File: src/rtl/srsp_pkg.sv
`default_nettype none

package srsp_pkg;

  // Stack geometry: slot 0 is never used, so STACK_DEPTH-1 entries are live at most
  localparam int STACK_DEPTH = 16;
  localparam int IDX_W       = $clog2(STACK_DEPTH);
  localparam int ADDR_W      = 32;
  localparam int LEVEL_W     = 4;

  localparam logic [IDX_W-1:0] LAST_IDX  = IDX_W'(STACK_DEPTH - 1);
  localparam logic [IDX_W-1:0] FIRST_IDX = IDX_W'(1);

  typedef enum logic [1:0] {
    OP_PUSH    = 2'd0,
    OP_POP     = 2'd1,
    OP_RESOLVE = 2'd2
  } op_t;

  typedef enum logic [2:0] {
    ST_IDLE,
    ST_EXEC,
    ST_POP_CHK,
    ST_RES_RD,
    ST_RES_CHK,
    ST_FIN
  } state_t;

  // Controller to datapath
  typedef struct packed {
    logic cap;        // latch the input transaction
    logic push_we;    // write new top entry and post result
    logic rd_top;     // read the top entry
    logic pop_fin;    // compare top entry, pop on match, post result
    logic scan_init;  // start the resolve scan at the first slot
    logic rd_scan;    // read the entry under the scan pointer
    logic res_chk;    // fill host address of the scanned entry on match
    logic scan_inc;   // advance the scan pointer
    logic out_plain;  // post a miss with the current level
  } dp_cmd_t;

  // Datapath to controller
  typedef struct packed {
    logic [1:0] opcode;
    logic       host_zero;
    logic       top_zero;
    logic       scan_last;
    logic       out_free;
  } dp_stat_t;

endpackage

`default_nettype wire

File: src/rtl/srsp_if.sv
`default_nettype none

// Input channel: one stack operation per transaction
interface srsp_in_if import srsp_pkg::*; ();
  logic              valid;
  logic              ready;
  logic [1:0]        opcode;
  logic [ADDR_W-1:0] guest_addr;
  logic [ADDR_W-1:0] host_addr;

  modport source (output valid, output opcode, output guest_addr, output host_addr,
                  input ready);
  modport sink   (input valid, input opcode, input guest_addr, input host_addr,
                  output ready);
endinterface

// Result channel: one prediction per transaction
interface srsp_out_if import srsp_pkg::*; ();
  logic               valid;
  logic               ready;
  logic               hit;
  logic [ADDR_W-1:0]  target;
  logic [LEVEL_W-1:0] level;

  modport source (output valid, output hit, output target, output level, input ready);
  modport sink   (input valid, input hit, input target, input level, output ready);
endinterface

`default_nettype wire

File: src/rtl/srsp_ctrl.sv
`default_nettype none

module srsp_ctrl import srsp_pkg::*; (
  input  wire logic     clk,
  input  wire logic     rst_n,
  input  wire logic     in_valid,
  output logic          in_ready,
  input  wire dp_stat_t stat,
  output dp_cmd_t       cmd
);

  state_t state_r, state_nxt;

  // State register
  always_ff @(posedge clk) begin
    if (!rst_n) begin
      state_r <= ST_IDLE;
    end else begin
      state_r <= state_nxt;
    end
  end

  // Next state and commands
  always_comb begin
    state_nxt = state_r;
    cmd       = '0;
    in_ready  = 1'b0;
    case (state_r)
      ST_IDLE: begin
        in_ready = 1'b1;
        if (in_valid) begin
          cmd.cap   = 1'b1;
          state_nxt = ST_EXEC;
        end
      end
      ST_EXEC: begin
        case (stat.opcode)
          OP_PUSH: begin
            if (stat.out_free) begin
              cmd.push_we = 1'b1;
              state_nxt   = ST_IDLE;
            end
          end
          OP_POP: begin
            cmd.rd_top = 1'b1;
            state_nxt  = ST_POP_CHK;
          end
          OP_RESOLVE: begin
            if (stat.host_zero || stat.top_zero) begin
              if (stat.out_free) begin
                cmd.out_plain = 1'b1;
                state_nxt     = ST_IDLE;
              end
            end else begin
              cmd.scan_init = 1'b1;
              state_nxt     = ST_RES_RD;
            end
          end
          default: begin
            // undefined opcode: no effect, plain miss
            if (stat.out_free) begin
              cmd.out_plain = 1'b1;
              state_nxt     = ST_IDLE;
            end
          end
        endcase
      end
      ST_POP_CHK: begin
        if (stat.out_free) begin
          cmd.pop_fin = 1'b1;
          state_nxt   = ST_IDLE;
        end
      end
      ST_RES_RD: begin
        cmd.rd_scan = 1'b1;
        state_nxt   = ST_RES_CHK;
      end
      ST_RES_CHK: begin
        cmd.res_chk = 1'b1;
        if (stat.scan_last) begin
          state_nxt = ST_FIN;
        end else begin
          cmd.scan_inc = 1'b1;
          state_nxt    = ST_RES_RD;
        end
      end
      ST_FIN: begin
        if (stat.out_free) begin
          cmd.out_plain = 1'b1;
          state_nxt     = ST_IDLE;
        end
      end
      default: begin
        state_nxt = ST_IDLE;
      end
    endcase
  end

endmodule

`default_nettype wire

File: src/rtl/srsp_dpath.sv
`default_nettype none

module srsp_dpath import srsp_pkg::*; (
  input  wire logic               clk,
  input  wire logic               rst_n,
  input  wire dp_cmd_t            cmd,
  output dp_stat_t                stat,
  input  wire logic [1:0]         in_opcode,
  input  wire logic [ADDR_W-1:0]  in_guest_addr,
  input  wire logic [ADDR_W-1:0]  in_host_addr,
  output logic                    out_valid,
  input  wire logic               out_ready,
  output logic                    out_hit,
  output logic [ADDR_W-1:0]       out_target,
  output logic [LEVEL_W-1:0]      out_level
);

  // Stack storage, one read and one write port per array
  logic [ADDR_W-1:0] guest_mem [STACK_DEPTH];
  logic [ADDR_W-1:0] host_mem  [STACK_DEPTH];

  logic [1:0]         op_r;
  logic [ADDR_W-1:0]  guest_r;
  logic [ADDR_W-1:0]  host_r;
  logic [IDX_W-1:0]   top_r, top_nxt;
  logic [IDX_W-1:0]   scan_r;
  logic [ADDR_W-1:0]  guest_q_r;
  logic [ADDR_W-1:0]  host_q_r;

  logic               out_valid_r;
  logic               hit_r;
  logic [ADDR_W-1:0]  target_r;
  logic [LEVEL_W-1:0] level_r;

  logic [IDX_W-1:0]   push_idx;
  logic               rd_en;
  logic [IDX_W-1:0]   rd_addr;
  logic               top_match;
  logic               res_match;
  logic               load_out;
  logic               hit_nxt;
  logic [ADDR_W-1:0]  target_nxt;

  // Push slot wraps back to the first slot when the stack is full
  assign push_idx = (top_r == LAST_IDX) ? FIRST_IDX : top_r + FIRST_IDX;

  assign rd_en   = cmd.rd_top || cmd.rd_scan;
  assign rd_addr = cmd.rd_scan ? scan_r : top_r;

  assign top_match = (top_r != '0) && (guest_q_r == guest_r);
  assign res_match = (guest_q_r == guest_r) && (host_q_r == '0);

  // Captured transaction
  always_ff @(posedge clk) begin
    if (cmd.cap) begin
      op_r    <= in_opcode;
      guest_r <= in_guest_addr;
      host_r  <= in_host_addr;
    end
  end

  // Memory write ports
  always_ff @(posedge clk) begin
    if (cmd.push_we) begin
      guest_mem[push_idx] <= guest_r;
    end
  end

  always_ff @(posedge clk) begin
    if (cmd.push_we) begin
      host_mem[push_idx] <= host_r;
    end else if (cmd.res_chk && res_match) begin
      host_mem[scan_r] <= host_r;
    end
  end

  // Registered memory read
  always_ff @(posedge clk) begin
    if (rd_en) begin
      guest_q_r <= guest_mem[rd_addr];
      host_q_r  <= host_mem[rd_addr];
    end
  end

  // Stack pointer
  always_comb begin
    top_nxt = top_r;
    if (cmd.push_we) begin
      top_nxt = push_idx;
    end else if (cmd.pop_fin && top_match) begin
      top_nxt = top_r - FIRST_IDX;
    end
  end

  always_ff @(posedge clk) begin
    if (!rst_n) begin
      top_r <= '0;
    end else begin
      top_r <= top_nxt;
    end
  end

  // Resolve scan pointer
  always_ff @(posedge clk) begin
    if (cmd.scan_init) begin
      scan_r <= FIRST_IDX;
    end else if (cmd.scan_inc) begin
      scan_r <= scan_r + FIRST_IDX;
    end
  end

  // Result values
  always_comb begin
    hit_nxt    = 1'b0;
    target_nxt = '0;
    if (cmd.pop_fin && top_match && (host_q_r != '0)) begin
      hit_nxt    = 1'b1;
      target_nxt = host_q_r;
    end
  end

  // Output register
  assign load_out = cmd.push_we || cmd.pop_fin || cmd.out_plain;

  always_ff @(posedge clk) begin
    if (!rst_n) begin
      out_valid_r <= 1'b0;
    end else if (load_out) begin
      out_valid_r <= 1'b1;
    end else if (out_ready) begin
      out_valid_r <= 1'b0;
    end
  end

  always_ff @(posedge clk) begin
    if (load_out) begin
      hit_r    <= hit_nxt;
      target_r <= target_nxt;
      level_r  <= LEVEL_W'(top_nxt);
    end
  end

  assign out_valid  = out_valid_r;
  assign out_hit    = hit_r;
  assign out_target = target_r;
  assign out_level  = level_r;

  // Status
  assign stat.opcode    = op_r;
  assign stat.host_zero = (host_r == '0);
  assign stat.top_zero  = (top_r == '0);
  assign stat.scan_last = (scan_r == top_r);
  assign stat.out_free  = !out_valid_r || out_ready;

endmodule

`default_nettype wire

File: src/rtl/shadow_return_stack_predictor_top.sv
// Push: writes the entry and posts the result once the output is free, then idles.
// Pop: one registered read of the top entry before the compare.
// Resolve: reads, then checks, each entry from the first slot to the top through the
// single memory read port; a zero host address or empty stack skips the scan.
// Reset (rst_n low, synchronous) empties the stack and the output register;
// the entry memories are not cleared.
`default_nettype none

module shadow_return_stack_predictor_top import srsp_pkg::*; (
  input  wire logic  clk,
  input  wire logic  rst_n,
  srsp_in_if.sink    in_ch,
  srsp_out_if.source out_ch
);

  dp_cmd_t  cmd;
  dp_stat_t stat;

  srsp_ctrl u_ctrl (
    .clk      (clk),
    .rst_n    (rst_n),
    .in_valid (in_ch.valid),
    .in_ready (in_ch.ready),
    .stat     (stat),
    .cmd      (cmd)
  );

  srsp_dpath u_dpath (
    .clk           (clk),
    .rst_n         (rst_n),
    .cmd           (cmd),
    .stat          (stat),
    .in_opcode     (in_ch.opcode),
    .in_guest_addr (in_ch.guest_addr),
    .in_host_addr  (in_ch.host_addr),
    .out_valid     (out_ch.valid),
    .out_ready     (out_ch.ready),
    .out_hit       (out_ch.hit),
    .out_target    (out_ch.target),
    .out_level     (out_ch.level)
  );

endmodule

`default_nettype wire

File: src/flat_wrapper.sv
// flat-port wrapper written by rule: the top's interface ports become plain ports
module shadow_return_stack_predictor_top_flat import srsp_pkg::*;
  (clk, rst_n, in_ch_valid, in_ch_opcode, in_ch_guest_addr, in_ch_host_addr, in_ch_ready, out_ch_valid, out_ch_hit, out_ch_target, out_ch_level, out_ch_ready);
  srsp_in_if in_ch_i ();
  srsp_out_if out_ch_i ();
  input  wire logic clk;
  input  wire logic rst_n;
  input wire logic [$bits(in_ch_i.valid)-1:0] in_ch_valid;
  input wire logic [$bits(in_ch_i.opcode)-1:0] in_ch_opcode;
  input wire logic [$bits(in_ch_i.guest_addr)-1:0] in_ch_guest_addr;
  input wire logic [$bits(in_ch_i.host_addr)-1:0] in_ch_host_addr;
  output wire logic [$bits(in_ch_i.ready)-1:0] in_ch_ready;
  output wire logic [$bits(out_ch_i.valid)-1:0] out_ch_valid;
  output wire logic [$bits(out_ch_i.hit)-1:0] out_ch_hit;
  output wire logic [$bits(out_ch_i.target)-1:0] out_ch_target;
  output wire logic [$bits(out_ch_i.level)-1:0] out_ch_level;
  input wire logic [$bits(out_ch_i.ready)-1:0] out_ch_ready;
  assign in_ch_i.valid = in_ch_valid;
  assign in_ch_i.opcode = in_ch_opcode;
  assign in_ch_i.guest_addr = in_ch_guest_addr;
  assign in_ch_i.host_addr = in_ch_host_addr;
  assign in_ch_ready = in_ch_i.ready;
  assign out_ch_valid = out_ch_i.valid;
  assign out_ch_hit = out_ch_i.hit;
  assign out_ch_target = out_ch_i.target;
  assign out_ch_level = out_ch_i.level;
  assign out_ch_i.ready = out_ch_ready;
  shadow_return_stack_predictor_top u_core (.clk(clk), .rst_n(rst_n), .in_ch(in_ch_i), .out_ch(out_ch_i));
endmodule
File: config.mk
export PLATFORM = sky130hd
export DESIGN_NAME = shadow_return_stack_predictor_top_flat
export DESIGN_NICKNAME = d
export VERILOG_FILES = /design/src/rtl/srsp_pkg.sv /design/src/rtl/srsp_if.sv /design/src/rtl/srsp_ctrl.sv /design/src/rtl/srsp_dpath.sv /design/src/rtl/shadow_return_stack_predictor_top.sv /design/src/flat_wrapper.sv
export SDC_FILE = /design/constraint.sdc
export NUM_CORES = 1
export LEC_CHECK = 0
export ABC_AREA = 1
export BUFFER_PORTS_ARGS = -buffer_cell sky130_fd_sc_hd__buf_4
export CAP_MARGIN = 25
export CORE_ASPECT_RATIO = 1.5
export CORE_UTILIZATION = 50
export CTS_BUF_LIST = sky130_fd_sc_hd__clkbuf_4 sky130_fd_sc_hd__clkbuf_8 sky130_fd_sc_hd__clkbuf_16
export DETAILED_ROUTE_END_ITERATION = 6
export PLACE_DENSITY = 0.73
export SKIP_LAST_GASP = 1
export SLEW_MARGIN = 20
export SYNTH_ARGS = -nofsm -noshare
export SYNTH_HDL_FRONTEND = slang
export SYNTH_HIERARCHICAL = 1
export SYNTH_SLANG_ARGS = --single-unit
File: constraint.sdc
create_clock -name clk -period 6.6 [get_ports clk]
set_clock_uncertainty 0.15 [all_clocks]
set_input_delay 1.98 -clock clk [delete_from_list [all_inputs] [get_ports clk]]
set_output_delay 1.98 -clock clk [all_outputs]
set_load 0.02 [all_outputs]
==> results.rst, run 1 <==
.. list-table::
   :header-rows: 1

   * - Metric
     - Value
   * - Status
     - complete, no violations
   * - Final Wtd Congestion
     - 0.822
   * - Cell count of the worst reg-to-reg path
     - 13
   * - Total vias in the final route
     - 29500
   * - Starting utilization of the core area
     - 0.507
   * - Sequential standard cell area
     - 36000 sq um
   * - Clk sinks
     - 1203
   * - Critical Path Slowest Stage Cell
     - sky130_fd_sc_hd__nor2_4
   * - Final design utilization
     - 0.570
   * - Worst relative slew slack
     - 0.225
   * - Estimated wirelength of the detail-placed design
     - 62400 microns
   * - FILL cells
     - 7502
   * - Detailed-route vias per instance
     - 5.53
   * - Lkg Pwr
     - 20.3 nW
   * - Detailed-router iteration count before antenna repair
     - 5
   * - Number of hold-repair buffers added at the cts stage
     - 0
   * - Antenna violations before repair
     - 0
   * - Placeable core area
     - 96200 sq um
   * - Final routed wirelength across all metal layers
     - 110000 microns
   * - Floorplan die area
     - 98800 sq um
   * - Number of flops mapped to enable cells by yosys
     - 1191
   * - TritonCTS clock tree
     - yes
   * - Syn Nets
     - 3993
   * - Maximum count of clock buffers along a single path
     - 3
   * - Achievable clock frequency
     - 215 MHz
   * - Most used flip-flop cell after synthesis
     - sky130_fd_sc_hd__edfxtp_1
   * - Area taken by multi-input logic gates
     - 9590 sq um
   * - Worst ir drop on vdd
     - 288 uV
   * - Final #Nets
     - 4067
   * - Post CTS Setup Buffer Count
     - 0
   * - RSZ-0062 raised after global routing
     - no
   * - Antenna Violating Nets Remaining
     - 0
   * - Total of flip-flops plus latches after synthesis
     - 1203
   * - Largest net degree at the start of global routing
     - 249
   * - Level count of the clock H-tree
     - 3
   * - Actual slew at the worst max-slew pin
     - 1.16 ns
   * - Site Rows
     - 139
   * - Number of remaining DRC errors
     - 0
   * - Final count of hold timing violations
     - 0
   * - IO Pins
     - 109
   * - P per Cell Area
     - 291 nW/um^2
   * - Number of instances resized during post-cts repair
     - 0
   * - Clock root cell
     - sky130_fd_sc_hd__clkbuf_16
   * - Cell repeated most along the worst path
     - sky130_fd_sc_hd__nand2_1
   * - Sort of element at the end of the critical path
     - flip-flop
   * - Cell breakdown of the critical path
     - buf_4 > inv_1 > nand2_1 > nand2_1 > nor2_1 > inv_1 > nand3_4 > nand2_1 > nand2_1 > nand3_1 > nor2_4 > buf_4
   * - CP Data Required Time
     - 6.83 ns
   * - Worst reg-to-reg setup slack
     - 2.06 ns
   * - Cell count after synthesis
     - 3914
   * - Clock buffer count from CTS
     - 107
   * - Via count of the first global-routing pass
     - 28900
   * - Post-layout power
     - 15.9 mW
   * - Number of warnings reported in the yosys synthesis log
     - 6
   * - Post-synthesis instance area
     - 48800 sq um
   * - Average wire length per cell after detail routing
     - 20.5 microns
   * - Reg2reg start
     - u_core/u_dpath/guest_r[3]
   * - Setup TNS after final layout
     - 0 ns
   * - Max incr delay on CP
     - 0.79 ns
   * - Share of layout cells above drive strength 1
     - 0.103
   * - Number of max-slew violations in the final report
     - 0
   * - Horiz. Die Dim
     - 257 microns
   * - Unique cell type count in the Yosys netlist
     - 35
   * - Final critical-path share of the clock period
     - 0.703
   * - Count of port buffers added during placement
     - 108
   * - Die Y
     - 384 microns
   * - Mapped Avg Cell Area
     - 12.5 sq um
   * - Hold Crit Depth
     - 2
   * - Starting DRT DRC Count
     - 2899
   * - Async SR Flop Fraction
     - 0
   * - Finish-stage setup viols
     - 0
   * - Sequential element share of the synthesized area
     - 0.738
   * - CTS clk-pin slew, worst paths
     - 0.06 ns
   * - Maximum Capacitance Violations
     - 0
   * - Capture instance of the worst register-to-register path
     - u_core/u_dpath/host_mem[2][25]
   * - Kind of path behind the tightest hold check
     - reg -> reg
   * - Overflow after GRT
     - 0
   * - GRT Resource Usage Total
     - 0.222
   * - Critical setup path kind
     - in -> reg
   * - Number of inserted diodes
     - 0
   * - Clk_lat worst skew
     - 0.68 ns
   * - Post-synthesis to final-layout area growth
     - 12.4%
   * - Sink of the worst hold path
     - u_core/u_dpath/out_target[5]
   * - Worst path arrival time
     - 4.87 ns
   * - Post-route minimum period
     - 4.64 ns
   * - Worst Min Path Start
     - u_core/u_dpath/host_q_r[5]
   * - Biggest fanout along the worst timing path
     - 22
   * - Wire length of the first global-routing pass
     - 166000 microns
   * - Launching element type of the critical path
     - primary input
==> cells in the final DEF, fill, tap and decap left out, types with 5 or more instances in the layout <==
cell / netlist / routed
sky130_fd_sc_hd__o221ai_1: 34 / 34
sky130_fd_sc_hd__a21oi_1: 329 / 329
sky130_fd_sc_hd__clkbuf_16: 0 / 109
sky130_fd_sc_hd__nor3_1: 6 / 6
sky130_fd_sc_hd__buf_12: 0 / 11
sky130_fd_sc_hd__dfxtp_1: 12 / 12
sky130_fd_sc_hd__edfxtp_1: 1191 / 1191
sky130_fd_sc_hd__nor4_1: 10 / 10
sky130_fd_sc_hd__ha_1: 9 / 9
sky130_fd_sc_hd__nand3_1: 300 / 300
sky130_fd_sc_hd__nor2_4: 0 / 33
sky130_fd_sc_hd__nor2_1: 133 / 100
sky130_fd_sc_hd__nand2_1: 476 / 476
sky130_fd_sc_hd__o211ai_1: 188 / 188
sky130_fd_sc_hd__nand2_2: 5 / 5
sky130_fd_sc_hd__clkinv_1: 1 / 22
sky130_fd_sc_hd__nand4_1: 15 / 15
sky130_fd_sc_hd__clkinv_2: 0 / 16
sky130_fd_sc_hd__inv_1: 629 / 627
sky130_fd_sc_hd__buf_4: 20 / 168
sky130_fd_sc_hd__clkbuf_4: 0 / 22
sky130_fd_sc_hd__o21ai_0: 330 / 328
sky130_fd_sc_hd__bufinv_16: 0 / 17
sky130_fd_sc_hd__inv_2: 8 / 7
==> critical path: cells and delay by family <==
kind / cells / cell delay, ns
buffers and inverters: 4 / 0.75
and+or+nand+nor: 8 / 2.11
==> metrics by stage <==
stage | hold slack (ns) | area, sq um | cells | setup WS (ns)
after detailed placement | 0.404 | 51100 | 5147 | 1.26
after CTS | 0.417 | 54800 | 5342 | 1.96
after global placement | 0.393 | 51000 | 5143 | 1.34
after floorplan | 0.377 | 48800 | 3914 | 1.20
after global routing | 0.440 | 54800 | 5343 | 1.71
final | 0.414 | 54800 | 5343 | 1.96
==> kinds of logic (layout without fill, tap and decap cells) <==
family          after synthesis  in the layout  synth area share
simple gates                954            954            0.0840
fa+ha+maj                     9              9           0.00231
flops                      1203           1203             0.738
compound gates              890            890             0.104
buf+inv                     855           1015            0.0706
xor+xnor                      3              3          0.000539
==> cell usage after synthesis (12+ instances only) <==
cell type	number	area, sq um
sky130_fd_sc_hd__a21oi_1	329	1650
sky130_fd_sc_hd__buf_1	24	90.1
sky130_fd_sc_hd__buf_2	98	490
sky130_fd_sc_hd__buf_4	20	150
sky130_fd_sc_hd__clkbuf_1	70	263
sky130_fd_sc_hd__dfxtp_1	12	240
sky130_fd_sc_hd__edfxtp_1	1191	35800
sky130_fd_sc_hd__inv_1	629	2360
sky130_fd_sc_hd__nand2_1	476	1790
sky130_fd_sc_hd__nand3_1	300	1500
sky130_fd_sc_hd__nand4_1	15	93.8
sky130_fd_sc_hd__nor2_1	133	499
sky130_fd_sc_hd__o211ai_1	188	1410
sky130_fd_sc_hd__o21ai_0	330	1650
sky130_fd_sc_hd__o221ai_1	34	298
==> sequential cells by signal, indices dropped and copies added, names as in the netlist <==
name	cells
u_core/u_dpath/guest_r	32
u_core/u_ctrl/state_r	3
u_core/u_dpath/out_hit	1
u_core/u_dpath/host_q_r	32
u_core/u_dpath/top_r	4
u_core/u_dpath/out_target	32
u_core/u_dpath/out_level	4
u_core/u_dpath/host_mem	512
u_core/u_dpath/host_r	32
u_core/u_dpath/op_r	2
u_core/u_dpath/scan_r	4
u_core/u_dpath/guest_mem	512
u_core/u_dpath/guest_q_r	32
u_core/u_dpath/out_valid	1
==> power by group <==
group / internal [mW] / switching, mW
Sequential: 8.54 / 0.138
Clock: 3.78 / 2.66
Combinational: 0.246 / 0.569
Total: 12.6 / 3.37
==> cell type report <==
type,count,area share
sequential,1203,0.657
clock inverter,64,0.0142
inverter,638,0.0440
clock buffer,131,0.0528
multi-input combinational,1856,0.175
timing repair buffer,182,0.0285
tap,1269,0.0290
==> how the worst max path moves through the flow <==
| stage | from | to |
|---|---|---|
| floorplan | in_ch_valid | u_core/u_dpath/guest_r[0] |
| global placement | out_ch_ready | u_core/u_dpath/host_mem[1][21] |
| detailed placement | out_ch_ready | u_core/u_dpath/host_mem[4][20] |
| CTS | out_ch_ready | u_core/u_dpath/host_mem[2][25] |
| global route | u_core/u_dpath/guest_r[13] | u_core/u_dpath/host_mem[4][20] |
| finish | out_ch_ready | u_core/u_dpath/host_mem[2][25] |
==> per-layer routing <==
layer | GRT usage | vias up | routed length (microns)
met5 | 0 | - | 0
met4 | 0.120 | 0 | 5640
met3 | 0.0259 | 276 | 5900
met2 | 0.407 | 1005 | 58500
met1 | 0.251 | 14300 | 39500
li1 | - | 13900 | -
No activity file was read; power rests on OpenSTA's default activity.
==> run 2: changes to the inputs <==
==> constraint.sdc (replaced) <==
create_clock -name clk -period 4.6 [get_ports clk]
set_clock_uncertainty 0.15 [all_clocks]
set_input_delay 1.38 -clock clk [delete_from_list [all_inputs] [get_ports clk]]
set_output_delay 1.38 -clock clk [all_outputs]
set_load 0.02 [all_outputs]
==> run 2 against run 1 <==
- core utilization is 0.52 points higher
- final area rose by 0.91%
- total power is 43% higher
- critical path type is now reg -> reg
==> results.rst, run 2 (same netlist as run 1, synthesis figures left out) <==
.. list-table::
   :header-rows: 1

   * - Metric
     - Value
   * - Antenna violations before repair
     - 0
   * - Estimated wirelength of the detail-placed design
     - 61200 microns
   * - Finish-stage setup viols
     - 0
   * - Cell Int Power
     - 17.9 mW
   * - Number of max-slew violations in the final report
     - 0
   * - Count of port buffers added during placement
     - 108
   * - Critical path destination
     - u_core/u_dpath/host_mem[11][16]
   * - Largest registers
     - u_core/u_dpath/guest_mem x512, u_core/u_dpath/host_mem x512
   * - Worst relative slew slack
     - 0.350
   * - Combinational share of power
     - 0.053
   * - Cell repeated most along the worst path
     - sky130_fd_sc_hd__nand2_1
   * - Placeable core area
     - 96200 sq um
   * - Reg2reg start
     - u_core/u_dpath/guest_r[3]
   * - Clock buffer count from CTS
     - 109
   * - Detailed-router iteration count before antenna repair
     - 6
   * - CP Data Required Time
     - 4.79 ns
   * - Average wire length per cell after detail routing
     - 20.3 microns
   * - Kind of path behind the tightest hold check
     - reg -> reg
   * - Antenna Violating Nets Remaining
     - 0
   * - Total vias in the final route
     - 29500
   * - Number of remaining DRC errors
     - 0
   * - Detailed-route vias per instance
     - 5.49
   * - RSZ-0062 raised after global routing
     - no
   * - Worst path arrival time
     - 3.87 ns
   * - Critical Path Slowest Stage Cell
     - sky130_fd_sc_hd__edfxtp_1
   * - Most common cell after layout, fill and taps aside
     - sky130_fd_sc_hd__edfxtp_1
   * - Setup TNS after final layout
     - 0 ns
   * - Achievable clock frequency
     - 272 MHz
   * - Net Sw Power
     - 4.94 mW
   * - Critical setup path kind
     - reg -> reg
   * - Maximum Capacitance Violations
     - 0
   * - Number of hold-repair buffers added at the cts stage
     - 0
   * - Proportion of power drawn by flip-flops and latches
     - 0.543
   * - Biggest fanout along the worst timing path
     - 20
   * - Starting utilization of the core area
     - 0.507
   * - Final count of hold timing violations
     - 0
   * - Hold Crit Depth
     - 2
   * - Final routed wirelength across all metal layers
     - 109000 microns
   * - Starting DRT DRC Count
     - 2892
   * - Switching share of power
     - 0.216
   * - Actual slew at the worst max-slew pin
     - 0.976 ns
   * - Launching element type of the critical path
     - flip-flop
   * - Largest net degree at the start of global routing
     - 111
   * - Number of inserted diodes
     - 0
   * - Clock network fraction of design power
     - 0.404
   * - Worst reg-to-reg setup slack
     - 0.92 ns
   * - Final design utilization
     - 0.575
   * - Sort of element at the end of the critical path
     - flip-flop
   * - Commonest non-fill, non-tap cells in the layout
     - sky130_fd_sc_hd__edfxtp_1, sky130_fd_sc_hd__inv_1, sky130_fd_sc_hd__nand2_1
   * - Lkg Pwr
     - 20.5 nW
   * - Wire length of the first global-routing pass
     - 166000 microns
   * - Post-synthesis to final-layout area growth
     - 13.5%
   * - Clock root cell
     - sky130_fd_sc_hd__clkbuf_16
   * - Capture instance of the worst register-to-register path
     - u_core/u_dpath/host_mem[11][16]
   * - Status
     - complete, no violations
   * - Max incr delay on CP
     - 0.70 ns
   * - Via count of the first global-routing pass
     - 29100
   * - Share of layout cells above drive strength 1
     - 0.109
   * - Maximum count of clock buffers along a single path
     - 3
   * - Clk sinks
     - 1203
   * - GRT Resource Usage Total
     - 0.221
   * - Overflow after GRT
     - 0
   * - Die Y
     - 384 microns
   * - CTS clk-pin slew, worst paths
     - 0.07 ns
   * - TritonCTS clock tree
     - yes
   * - Final #Nets
     - 4099
   * - Cell count of the worst reg-to-reg path
     - 14
   * - Post CTS Setup Buffer Count
     - 0
   * - IO Pins
     - 109
   * - Final Wtd Congestion
     - 0.843
   * - Site Rows
     - 139
   * - Number of instances resized during post-cts repair
     - 0
   * - Level count of the clock H-tree
     - 3
   * - Worst ir drop on vdd
     - 351 uV
   * - Cell breakdown of the critical path
     - inv_1 > nand2_1 > nand2_1 > nor2_1 > nand2_1 > nor2_1 > nand2_1 > nor2_1 > buf_4 > nand3_4 > o21ai_2 > nand2_1 > nor2_4 > buf_4
   * - P per Cell Area
     - 413 nW/um^2
   * - Horiz. Die Dim
     - 257 microns
   * - Clk_lat worst skew
     - 0.69 ns
   * - Final critical-path share of the clock period
     - 0.800
   * - Floorplan die area
     - 98800 sq um
   * - Post-route minimum period
     - 3.68 ns
   * - Start point of the critical path
     - u_core/u_dpath/guest_r[3]
## run 2: cell types whose count changed in the layout (fill, tap and decap cells not counted), moves of 2 or more
cell and change:
sky130_fd_sc_hd__buf_12 +27, sky130_fd_sc_hd__buf_16 -3, sky130_fd_sc_hd__buf_4 +6, sky130_fd_sc_hd__bufinv_16 -3, sky130_fd_sc_hd__clkbuf_4 -4, sky130_fd_sc_hd__clkinv_1 +6
sky130_fd_sc_hd__clkinv_2 +5, sky130_fd_sc_hd__clkinv_4 +2, sky130_fd_sc_hd__inv_16 +2
## run 2: worst min path at each step
stage	start	endpoint
after floorplan	u_core/u_dpath/scan_r[3]	u_core/u_dpath/scan_r[3]
final	u_core/u_dpath/host_q_r[1]	u_core/u_dpath/out_target[1]
after global placement	u_core/u_dpath/host_q_r[10]	u_core/u_dpath/out_target[10]
after detailed placement	u_core/u_dpath/host_q_r[17]	u_core/u_dpath/out_target[17]
after global routing	u_core/u_dpath/host_q_r[12]	u_core/u_dpath/out_target[12]
after CTS	u_core/u_dpath/host_q_r[26]	u_core/u_dpath/out_target[26]
## run 2: area by class of cell
cell class | instances | area [sq um]
clock inverters | 75 | 779
fillers | 7404 | 40900
multi-input cells | 1856 | 9590
well taps | 1269 | 1590
inverters | 638 | 2410
flip-flops and latches | 1203 | 36000
clock buffers | 128 | 2890
repair buffers | 212 | 2070
## run 2: per-layer routing
metal | wire length, microns | global-route usage
met5 | 0 | 0
met1 | 39900 | 0.256
met2 | 58300 | 0.405
met3 | 5890 | 0.0264
met4 | 5210 | 0.107
## run 2: critical path, delay by kind of cell, from the launching register on
| family | cells | cell delay, ns |
|---|---|---|
| buffers and inverters | 3 | 0.69 |
| AND/OR/NAND/NOR | 10 | 1.56 |
| AO/OA/AOI/OAI | 1 | 0.18 |
| flip-flops | 1 | 0.70 |
## run 2: power groups by stage
stage	Sequential, mW	Clock (mW)	Combinational, mW
floorplan	12.7	0	0.690
global placement	12.6	0	1.18
detailed placement	12.7	0	1.21
CTS	12.4	9.37	1.21
global route	12.4	9.77	1.32
finish	12.4	9.23	1.21
## run 2: stage by stage
stage	worst slack [ns]	cell area [sq um]	total power, mW	hold slack [ns]	instances
2_1_floorplan	0.0963	48800	13.3	0.377	3914
5_1_grt	0.653	55300	23.5	0.448	5381
3_3_place_gp	0.688	51700	13.8	0.386	5178
4_1_cts	0.923	55300	23.0	0.414	5381
6_report	0.918	55300	22.9	0.415	5381
3_5_place_dp	0.648	51700	13.9	0.398	5178
